**src/mmau_pkg.sv**
```systemverilog
package mmau_pkg;

    localparam int ADDR_W    = 16;
    localparam int ROM_DEPTH = 49152;
    localparam int ROM_AW    = 16;

    localparam logic [15:0] ROM_WINDOW_MASK   = 16'hC000;
    localparam logic [15:0] UPPER_WINDOW_MASK = 16'h3000;
    localparam logic [15:0] UPPER_HOLE_START  = 16'h3900;
    localparam logic [15:0] LOWER_HOLE_START  = 16'h0A00;
    localparam logic [15:0] LOWER_RAM_START   = 16'h0200;
    localparam logic [8:0]  SFR_MASK          = 9'h1FF;
    localparam logic [7:0]  ERASED_BYTE       = 8'hFF;

    typedef enum logic [1:0] {
        OP_READ  = 2'd0,
        OP_WRITE = 2'd1,
        OP_LOAD  = 2'd2,
        OP_BREAK = 2'd3
    } op_t;

    typedef enum logic [2:0] {
        STATUS_OK        = 3'd0,
        STATUS_BREAK     = 3'd1,
        STATUS_BAD_STORE = 3'd2,
        STATUS_NO_DEV    = 3'd3,
        STATUS_BAD_EXEC  = 3'd4,
        STATUS_FORWARD   = 3'd5
    } status_t;

    typedef enum logic [2:0] {
        REGION_SFR,
        REGION_RAM,
        REGION_FIXED,
        REGION_ROM,
        REGION_NODEV
    } region_t;

    typedef enum logic [1:0] {
        S_CLEAR,
        S_IDLE,
        S_LOOKUP,
        S_HOLD
    } state_t;

    typedef struct packed {
        region_t     region;
        logic [15:0] rom_idx;
        logic [15:0] ram_idx;
    } dec_t;

    typedef struct packed {
        op_t         op;
        logic [15:0] address;
        logic [7:0]  write_data;
        logic        word_access;
        logic        exec_access;
        logic        break_flag;
    } req_t;

    typedef struct packed {
        status_t     status;
        logic [7:0]  read_data;
        logic [31:0] access_count;
        logic [8:0]  periph_address;
        logic        periph_write;
        logic        periph_word;
        logic [7:0]  periph_data;
    } rsp_t;

endpackage

```
**src/mmau_decode.sv**
```systemverilog
module mmau_decode #(
    parameter int ROM_START       = 16384,
    parameter int UPPER_RAM_START = 4352,
    parameter int BOOT_ROM_START  = 3072,
    parameter int RAM_BYTES       = 10240
) (
    input  logic [15:0]       address,
    output mmau_pkg::dec_t    dec
);

    logic [15:0] rom_idx;
    logic [15:0] upper_idx;
    logic [15:0] lower_idx;

    assign rom_idx   = address - 16'(ROM_START);
    assign upper_idx = address - 16'(UPPER_RAM_START);
    assign lower_idx = address - mmau_pkg::LOWER_RAM_START;

    always_comb
    begin
        dec.rom_idx = rom_idx;
        dec.ram_idx = lower_idx;
        dec.region  = mmau_pkg::REGION_NODEV;
        priority if ((address & mmau_pkg::ROM_WINDOW_MASK) != 16'h0000)
        begin
            if (address >= 16'(ROM_START) && rom_idx < 16'(mmau_pkg::ROM_DEPTH))
            begin
                dec.region = mmau_pkg::REGION_ROM;
            end
        end
        else if ((address & mmau_pkg::UPPER_WINDOW_MASK) != 16'h0000)
        begin
            dec.ram_idx = upper_idx;
            priority if (address >= mmau_pkg::UPPER_HOLE_START)
            begin
                dec.region = mmau_pkg::REGION_NODEV;
            end
            else if (address < 16'(UPPER_RAM_START))
            begin
                dec.region = mmau_pkg::REGION_FIXED;
            end
            else if (upper_idx < 16'(RAM_BYTES))
            begin
                dec.region = mmau_pkg::REGION_RAM;
            end
            else
            begin
                dec.region = mmau_pkg::REGION_NODEV;
            end
        end
        else if (address >= 16'(BOOT_ROM_START))
        begin
            dec.region = mmau_pkg::REGION_FIXED;
        end
        else if (address >= mmau_pkg::LOWER_HOLE_START)
        begin
            dec.region = mmau_pkg::REGION_NODEV;
        end
        else if (address >= mmau_pkg::LOWER_RAM_START)
        begin
            if (lower_idx < 16'(RAM_BYTES))
            begin
                dec.region = mmau_pkg::REGION_RAM;
            end
        end
        else
        begin
            dec.region = mmau_pkg::REGION_SFR;
        end
    end

endmodule

```
**config.mk**
```make
export PLATFORM = sky130hd
export DESIGN_NAME = mmau_decode
export DESIGN_NICKNAME = d
export VERILOG_FILES = /design/src/mmau_pkg.sv /design/src/mmau_decode.sv
export SDC_FILE = /design/constraint.sdc
export NUM_CORES = 1
export LEC_CHECK = 0
export ABC_AREA = 1
export BUFFER_PORTS_ARGS = -buffer_cell sky130_fd_sc_hd__buf_2
export CAP_MARGIN = 0
export CORE_AREA = 3 3 50 52
export DETAILED_ROUTE_END_ITERATION = 12
export DIE_AREA = 0 0 53 55
export PLACE_DENSITY = 0.75
export SLEW_MARGIN = 20
export SYNTH_ARGS = -nofsm -noshare
export SYNTH_HDL_FRONTEND = slang
export SYNTH_SLANG_ARGS = --single-unit
```
**constraint.sdc**
```tcl
create_clock -name vclk -period 2.2
set_input_delay 0.33 -clock vclk [all_inputs]
set_output_delay 0.33 -clock vclk [all_outputs]
set_load 0.02 [all_outputs]
```
# --- Word-level counts from Yosys, hierarchy flattened ---
# Index checks and enable logic that the tools add are counted.
totals:
  register_bits: 0
  input_bits: 16
  output_inout_bits: 35
  elab_cells: 27
classes:
  add_sub_neg: 3
  order_cmp: 9
  mux: 12
  reduce_logical: 3
ops:
  columns: ["op", "n"]
  rows:
  - ["16-bit by 12-bit >= comparator with 1-bit output (second input constant)", 2]
  - ["16-bit by 14-bit less-than comparator with 1-bit output (second input constant)", 2]
  - ["16-bit 2-to-1 mux", 2]
  - ["16-bit nonzero test", 2]
  - ["3-bit 2-to-1 mux", 10]
  - ["16-bit by 10-bit >= comparator with 1-bit output (second input constant)", 1]
  - ["16-bit by 14-bit >= comparator with 1-bit output (second input constant)", 1]
  - ["16-bit by 15-bit >= comparator with 1-bit output (second input constant)", 1]
  - ["16-bit by 13-bit less-than comparator with 1-bit output (second input constant)", 1]
  - ["16-bit less-than comparator (second input constant)", 1]
  - ["16-bit by 10-bit subtractor with 16-bit output (second input constant)", 1]
  - ["16-bit by 13-bit subtractor with 16-bit output (second input constant)", 1]
  - ["16-bit by 15-bit subtractor with 16-bit output (second input constant)", 1]
  - ["1-bit logical AND", 1]

# --- Longest topological paths before layout ---
# Gate-level depths: netlist of the first run.
depth:
  depth_word: 8
  depth_mapped: 15
  depth_no_buf: 15

# --- Worst setup path after synthesis of the first run ---
# No wires, ideal clock.
synth_timing:
  path_kind: "input to output"
  startpoint: "input address[14]"
  endpoint: "output dec[10] in the netlist's numbering"
  t_arrival_ns: 1.618
  t_required_ns: 1.870
  slack_ns: 0.252
  cell_stages: 7
  path_buffers: 2
  cell_sequence: "inv_1 > ha_1 > buf_4 > nand2_2 > buf_2 > inv_1 > o21ai_0"
synth_lines:
  columns: ["element", "line_no", "text"]
  rows:
  - ["from (decl)", "mmau_decode.sv:7", "input logic [15:0] address,"]
  - ["to (decl)", "mmau_decode.sv:8", "output mmau_pkg::dec_t dec"]

==> flow_metrics.tcl, run 1 <==
set metrics [dict create \
    switching_share_pct 64.7 \
    antenna_found_initial 0 \
    overflow 0 \
    start_kind "input pin" \
    synth-seq-area-share_pct 0 \
    cts_hold_buf 0 \
    drv_cap 0 \
    yosysWarnings 0 \
    dp_worst_setup_slack_ns 0.0527 \
    fin_setup_tns_ns 0 \
    drc_errors 0 \
    nFlopsAndLatches 0 \
    fp.coreArea_um2 2150 \
    worst_slack_ns 0.127 \
    hold_start "address[3]" \
    dp_hpwl_mm 2.08 \
    syn_avg_cell_area_um2 5.31 \
    fp.dieArea_um2 2920 \
    synth-simple-area-share_pct 48.2 \
    syn_nets 197 \
    insertedDiodeCount 0 \
    synth_cell_types 24 \
    pwr-share-seq_pct 0 \
    slew_viol_final 0 \
    period_minus_slack_ns 2.07 \
    cp.required_ns 1.87 \
    fmax_mhz 482 \
    vias 1149 \
    fin_cells 238 \
    critPathMaxStageDelay_ns 0.21 \
    seqCellArea_um2 0 \
    placed_cells 237 \
    synth_top_family_by_area "simple AND/OR/NAND/NOR gates" \
    min_path_type "in2out" \
    grt_pass1_vias 905 \
    cp_max_fo 4 \
    pwr-share-clk_pct 0 \
    finish.instance_area_um2 1150 \
    crit_path_cell_trace "buf_2 > inv_1 > ha_1 > buf_4 > nand2_2 > nand2_2 > a31oi_2 > nand2_1 > nor3_1 > nand2_1 > nand3_1 > buf_2" \
    die_w_um 53 \
    critPathSlowestCell "ha_1" \
    tightest_slew_ns 0.241 \
    synthMuxAreaShare_pct 0 \
    pwr-share-comb_pct 100.0 \
    rows 17 \
    wire_per_inst_um 10.2 \
    p_int_mw 0.0939 \
    grt_usage_pct 16.7 \
    synthXorXnorAreaFrac_pct 2.85 \
    period_share_pct 94.2 \
    worst-setup-path-type "in2out" \
    final_core_util_pct 53.6 \
    drt_pass1_iterations 4 \
    peakVddDrop_v 0.000109 \
    drive_above_1_share_pct 38.6 \
    start_util_pct 43.0 \
    p_sw_mw 0.172 \
    grt_pass1_wl_mm 3.82 \
    place_congestion 0.861 \
    setup_viol 0 \
    critPathArrivalTime_ns 1.74 \
    min_path_cells 2 \
    status "finished, final reports clean" \
    drtIter0Drc 18 \
    placement.io_buffers 51 \
    final_hold_viol_count 0 \
    wirelength_mm 2.44 \
    hold_end "dec[3]" \
    synth-compound-area-share_pct 10.4 \
    power_mw 0.266 \
    dpl_cell_area_um2 1090 \
    viasPerCell 4.83 \
    nNetsFinal 235 \
    grt_max_degree 12 \
    ioPinCount 51 \
    clockBufferCount 0 \
    slew_headroom_pct 83.8 \
    pwr_density_cell_nw_per_um2 231 \
    leakage_nw 0.657 \
    synth_fa_ha_area_share_pct 9.49 \
    fillerInstances 245 \
    hold_slack_ns 0.918 \
    die_h_um 55 \
    rsz0062_at_grt "false" \
    ant_nets 0 \
    post_synth_instance_area_um2 923 \
    cp-end-kind "output port" \
    synthCells 174 \
    area_growth_pct 24.8 \
]
[cell families after synthesis]
logic type | Yosys count
adders and majority gates | 7
AOI/OAI and AO/OA | 17
and+or+nand+nor | 101
buffers and inverters | 46
xor gates and xnor gates | 3
[per-layer routing]
metal  up-vias  GRT usage (%)  share of wire [%]
li1        607              -                  -
met1       496           23.8                 44
met2        44           30.2                 48
met3         2              0                7.9
met4         0              0               0.16
met5         -              0                  0
[layout make-up]
type                            count  area, um2  share of cell area (%)
Inverter                           21       86.3                    7.49
Tap cell                           28       35.0                    3.04
Multi-Input combinational cell    128        698                    60.6
Timing Repair Buffer               61        333                    28.9
[power by group through the flow]
| stage | registers, mW | logic, mW | clock network, mW |
|---|---|---|---|
| after CTS | 0 | 0.255 | 0 |
| after global routing | 0 | 0.295 | 0 |
| after detailed placement | 0 | 0.255 | 0 |
| after global placement | 0 | 0.253 | 0 |
| after floorplan | 0 | 0.188 | 0 |
| final | 0 | 0.266 | 0 |
[timing repair]
item | 4_1_cts | 5_1_grt
setup buffers | 0 | 1
gates resized for setup | 0 | 14
setup endpoints to repair | 0 | 2
hold endpoints to repair | 0 | 0
[Yosys cell counts, drive strengths merged]
| library cell | number | area share [%] |
|---|---|---|
| o22ai | 1 | 0.68 |
| nand3 | 16 | 9.2 |
| a31oi | 1 | 1.4 |
| nand3b | 1 | 0.81 |
| buf | 25 | 20 |
| o21ai | 9 | 4.9 |
| inv | 21 | 8.5 |
| nand2 | 59 | 25 |
| nand4 | 2 | 1.4 |
| nor3 | 2 | 1.1 |
| a21oi | 5 | 2.7 |
| ha | 7 | 9.5 |
| nor4 | 2 | 1.4 |
| nor2 | 19 | 9.3 |
| xor2 | 3 | 2.8 |
| a211oi | 1 | 0.81 |
[worst max-delay path: cells and delay by family]
kind            cells  cell delay [ns]
simple gates        6             0.53
compound gates      1             0.20
fa+ha+maj           1             0.21
buf+inv             4             0.48
[how the worst max path moves through the flow]
stage                 from  endpoint  slack, ns  cells after the start
2_1_floorplan  address[14]   dec[10]       0.25                      7
3_3_place_gp    address[9]   dec[34]       0.09                     17
3_5_place_dp    address[9]   dec[34]       0.05                     17
4_1_cts         address[9]   dec[34]       0.05                     17
5_1_grt        address[14]   dec[34]      0.009                     15
6_report       address[14]   dec[32]       0.13                     12
[cells in the final DEF (no fill, tap or decap)]
cell type / netlist / routed
inv_4: 0 / 1
nand3b_1: 1 / 1
ha_1: 7 / 4
inv_2: 3 / 3
nand2_2: 4 / 5
o22ai_1: 1 / 1
buf_4: 23 / 11
inv_1: 18 / 16
a21oi_1: 5 / 5
buf_2: 1 / 50
nor2_1: 15 / 14
nand2_1: 55 / 54
o21ai_0: 8 / 8
ha_4: 0 / 3
nand3_1: 15 / 15
xor2_1: 3 / 3
a31oi_2: 1 / 1
nor4_1: 2 / 2
nand3_2: 1 / 1
nor2_2: 3 / 4
a211oi_1: 1 / 1
o21ai_1: 1 / 1
clkinv_4: 0 / 1
nand4_1: 2 / 2
nor2_4: 1 / 1
nor3_1: 2 / 2
Note: power is estimated with default switching activity, not from simulation.
==> inputs of run 2 (changes only) <==
- RECOVER_POWER: unset -> 25
==> flow_metrics.tcl, run 2 (synthesis gave the netlist of run 1 again) <==
set metrics [dict create \
    start_kind "input pin" \
    antenna_found_initial 0 \
    ioPinCount 51 \
    start_util_pct 43.0 \
    overflow 0 \
    ant_nets 0 \
    drc_errors 0 \
    drv_cap 0 \
    seqCellArea_um2 0 \
    nNetsFinal 235 \
    tightest_slew_ns 0.241 \
    setup_viol 0 \
    rsz0062_at_grt "false" \
    layout_common_cells "54 x nand2_1, 42 x buf_2, 16 x inv_1, 15 x nand3_1, 14 x nor2_1" \
    wire_per_inst_um 10.3 \
    status "finished, final reports clean" \
    nFlopsAndLatches 0 \
    cp-end-kind "output port" \
    place_congestion 0.861 \
    hold_end "dec[22]" \
    viasPerCell 4.83 \
    pwr_density_cell_nw_per_um2 231 \
    period_minus_slack_ns 2.07 \
    grt_pass1_vias 905 \
    min_path_cells 2 \
    fmax_mhz 482 \
    dp_hpwl_mm 2.08 \
    grt_pass1_wl_mm 3.82 \
    fillerInstances 249 \
    min_path_type "in2out" \
    grt_usage_pct 16.7 \
    leakage_nw 0.635 \
    final_common_cell "nand2_1" \
    die_h_um 55 \
    slew_headroom_pct 83.8 \
    fp.dieArea_um2 2920 \
    placement.io_buffers 51 \
    wirelength_mm 2.45 \
    drtIter0Drc 18 \
    cp.required_ns 1.87 \
    fp.coreArea_um2 2150 \
    fin_setup_tns_ns 0 \
    hold_start "address[6]" \
    peakVddDrop_v 0.000109 \
    rows 17 \
    final_hold_viol_count 0 \
    drt_pass1_iterations 4 \
    slew_viol_final 0 \
    power_mw 0.264 \
    grt_max_degree 12 \
    worst-setup-path-type "in2out" \
    multiInputGateArea_um2 698 \
    cp_max_fo 4 \
    drive_above_1_share_pct 34.8 \
    die_w_um 53 \
    vias 1150 \
    insertedDiodeCount 0 \
    period_share_pct 94.2 \
    area_growth_pct 23.7 \
    critPathArrivalTime_ns 1.74 \
    clockBufferCount 0 \
]
==> run 2: cell types whose count changed in the layout (fill, tap and decap cells not counted), sizes merged <==
cell and delta:
clkbuf +8, buf -8
==> run 2: how the worst max path moves through the flow <==
| stage | startpoint | to | slack (ns) | depth (start not counted) |
|---|---|---|---|---|
| after floorplan | address[14] | dec[10] | 0.25 | 7 |
| after global placement | address[9] | dec[34] | 0.09 | 17 |
| after detailed placement | address[9] | dec[34] | 0.05 | 17 |
| after CTS | address[9] | dec[34] | 0.05 | 17 |
| after global routing | address[14] | dec[34] | 0.009 | 15 |
| final | address[14] | dec[32] | 0.13 | 12 |
==> run 2: worst max-delay path, cell delays in order <==
cell and delay [ns]:
buf_2 0.12, inv_1 0.06, ha_1 0.21, buf_4 0.14
nand2_2 0.08, nand2_2 0.07, a31oi_2 0.20, nand2_1 0.07
nor3_1 0.17, nand2_1 0.07, nand3_1 0.07, buf_2 0.16
==> run 2: power breakdown <==
group / leakage, nW / switching [mW] / internal, mW
Sequential: 0 / 0 / 0
Clock: 0 / 0 / 0
Combinational: 0.635 / 0.172 / 0.0917
Total: 0.635 / 0.172 / 0.0917
==> run 2: metrics by stage <==
| step | utilization [%] | worst slack, ns | hold slack, ns | instance area [um2] | instances |
|---|---|---|---|---|---|
| after global routing | 53.2 | 0.00880 | 0.942 | 1140 | 238 |
| after CTS | 50.8 | 0.0466 | 0.917 | 1090 | 237 |
| after detailed placement | 50.8 | 0.0527 | 0.917 | 1090 | 237 |
| after floorplan | - | 0.252 | 0.771 | 923 | 174 |
| after global placement | 50.8 | 0.0890 | 0.917 | 1090 | 237 |
| final | 53.2 | 0.127 | 0.920 | 1140 | 238 |
==> run 2: metal layers <==
layer / part of all wire (%) / global-route usage, % / vias to the layer above
met5: 0 / 0 / -
met4: 0.16 / 0 / 0
met3: 8.0 / 0 / 2
met2: 48 / 30.2 / 44
met1: 44 / 23.8 / 497
li1: - / - / 607
==> run 2: area by class of cell <==
| cell class | count | area share, % |
|---|---|---|
| Inverter | 21 | 7.56 |
| Timing Repair Buffer | 61 | 28.3 |
| Multi-Input combinational cell | 128 | 61.1 |
| Tap cell | 28 | 3.07 |
==> run 2: what timing repair did <==
action	CTS	global route
hold buffers	0	0
buffers inserted	0	1
endpoints found under the setup margin	0	2
endpoints found under the hold margin	0	0
resized for setup	0	14
==> inputs of run 3 (changes only) <==
- CORE_AREA: 3 3 50 52 -> 10 10 65 67
- DIE_AREA: 0 0 53 55 -> 0 0 75 77
- PLACE_DENSITY: 0.75 -> 0.57
==> flow_metrics.tcl, run 3 (synthesis gave the netlist of run 1 again) <==
set metrics [dict create \
    period_share_pct 93.1 \
    cts_hold_buf 0 \
    clockBufferCount 0 \
    critPathMostFrequentCell "nand2_1" \
    start_kind "input pin" \
    layout_common_cells "55 x nand2_1, 43 x buf_2, 16 x inv_1, 15 x nand3_1, 14 x nor2_1" \
    drv_cap 0 \
    slew_headroom_pct 82.0 \
    viasPerCell 4.54 \
    critPathMaxStageDelay_ns 0.22 \
    critPathTopFamily "simple AND/OR/NAND/NOR gates" \
    rsz0062_at_grt "false" \
    fp.coreArea_um2 2980 \
    worst-setup-path-type "in2out" \
    vias 1099 \
    period_minus_slack_ns 2.05 \
    crit_buf_inv 5 \
    wire_per_inst_um 12.0 \
    final_common_cell "nand2_1" \
    ant_nets 0 \
    drc_errors 0 \
    grt_usage_pct 9.68 \
    cp-end-kind "output port" \
    status "finished, final reports clean" \
    drtIter0Drc 77 \
    peakVddDrop_v 0.0000732 \
    placement.io_buffers 51 \
    insertedDiodeCount 0 \
    seqCellArea_um2 0 \
    nFlopsAndLatches 0 \
    min_path_type "in2out" \
    rows 20 \
    fp.dieArea_um2 5780 \
    antenna_found_initial 0 \
    grt_max_degree 12 \
    tightest_slew_ns 0.267 \
    drive_above_1_share_pct 34.9 \
    final_hold_viol_count 0 \
    dp_hpwl_mm 2.61 \
    pwr_density_cell_nw_per_um2 233 \
    crit_path_cell_trace "buf_2 > inv_2 > ha_1 > inv_1 > nor3_1 > nand2_1 > o21ai_1 > inv_1 > nand2_1 > nand2_1 > nand2_1 > nand2_1 > nand2_1 > buf_2" \
    leakage_nw 0.624 \
    cp.required_ns 1.87 \
    final_core_util_pct 38.0 \
    overflow 0 \
    slew_viol_final 0 \
    grt_pass1_vias 1052 \
    nNetsFinal 234 \
    ioPinCount 51 \
    fmax_mhz 488 \
    grt_pass1_wl_mm 4.77 \
    cp_max_fo 6 \
    drt_pass1_iterations 4 \
    place_congestion 0.811 \
    die_w_um 75 \
    die_h_um 77 \
    area_growth_pct 22.5 \
    critPathSlowestCell "nor3_1" \
    cts_setup_buffers 0 \
    start_util_pct 31.0 \
    wirelength_mm 2.90 \
    critPathArrivalTime_ns 1.72 \
    setup_viol 0 \
    fin_setup_tns_ns 0 \
]
[run 3: changes by cell type in the layout (fill, tap and decap cells not counted)]
cell | before | now
buf_2 | 42 | 43
ha_1 | 4 | 2
nand2_2 | 5 | 4
nor2_4 | 1 | 2
nand2_1 | 54 | 55
ha_4 | 3 | 2
clkinv_4 | 1 | 0
inv_2 | 3 | 4
nor2_2 | 4 | 3
ha_2 | 0 | 3
buf_4 | 11 | 9
[run 3: per-layer routing]
| layer | part of all wire, % | vias up | global-route usage (%) |
|---|---|---|---|
| met2 | 49 | 29 | 17.9 |
| li1 | - | 606 | - |
| met3 | 6.2 | 0 | 0.901 |
| met4 | 0 | 0 | 0 |
| met5 | 0 | - | 0 |
| met1 | 44 | 464 | 12.1 |
[run 3: path summary, 6_finish.rpt]
check / start / to / slack [ns] / depth (start not counted)
min: address[1] / dec[1] / 0.93 / 2
max: address[10] / dec[34] / 0.15 / 14
[run 3: cell type report]
cell class,count,area [um2]
Fill cell,349,1850
Inverter,21,81.3
Multi-Input combinational cell,128,696
Tap cell,33,41.3
Timing Repair Buffer,60,313
[run 3: where the power goes]
group          internal, mW  switching [mW]
registers                 0               0
clock network             0               0
logic                0.0895           0.174
[run 3: per-stage QoR]
stage / setup WS, ns / hold slack (ns) / power, mW / cells / instance area (um2)
6_report: 0.152 / 0.928 / 0.263 / 242 / 1130
5_1_grt: 0.00104 / 0.945 / 0.294 / 242 / 1130
4_1_cts: 0.0329 / 0.925 / 0.263 / 242 / 1100
3_5_place_dp: 0.0427 / 0.925 / 0.262 / 242 / 1100
3_3_place_gp: 0.0475 / 0.923 / 0.262 / 242 / 1100
2_1_floorplan: 0.252 / 0.771 / 0.188 / 174 / 923
[run 3: what timing repair did]
action | 4_1_cts | 5_1_grt
hold endpoints to repair | 0 | 0
setup endpoints to repair | 0 | 3
resized for setup | 0 | 12
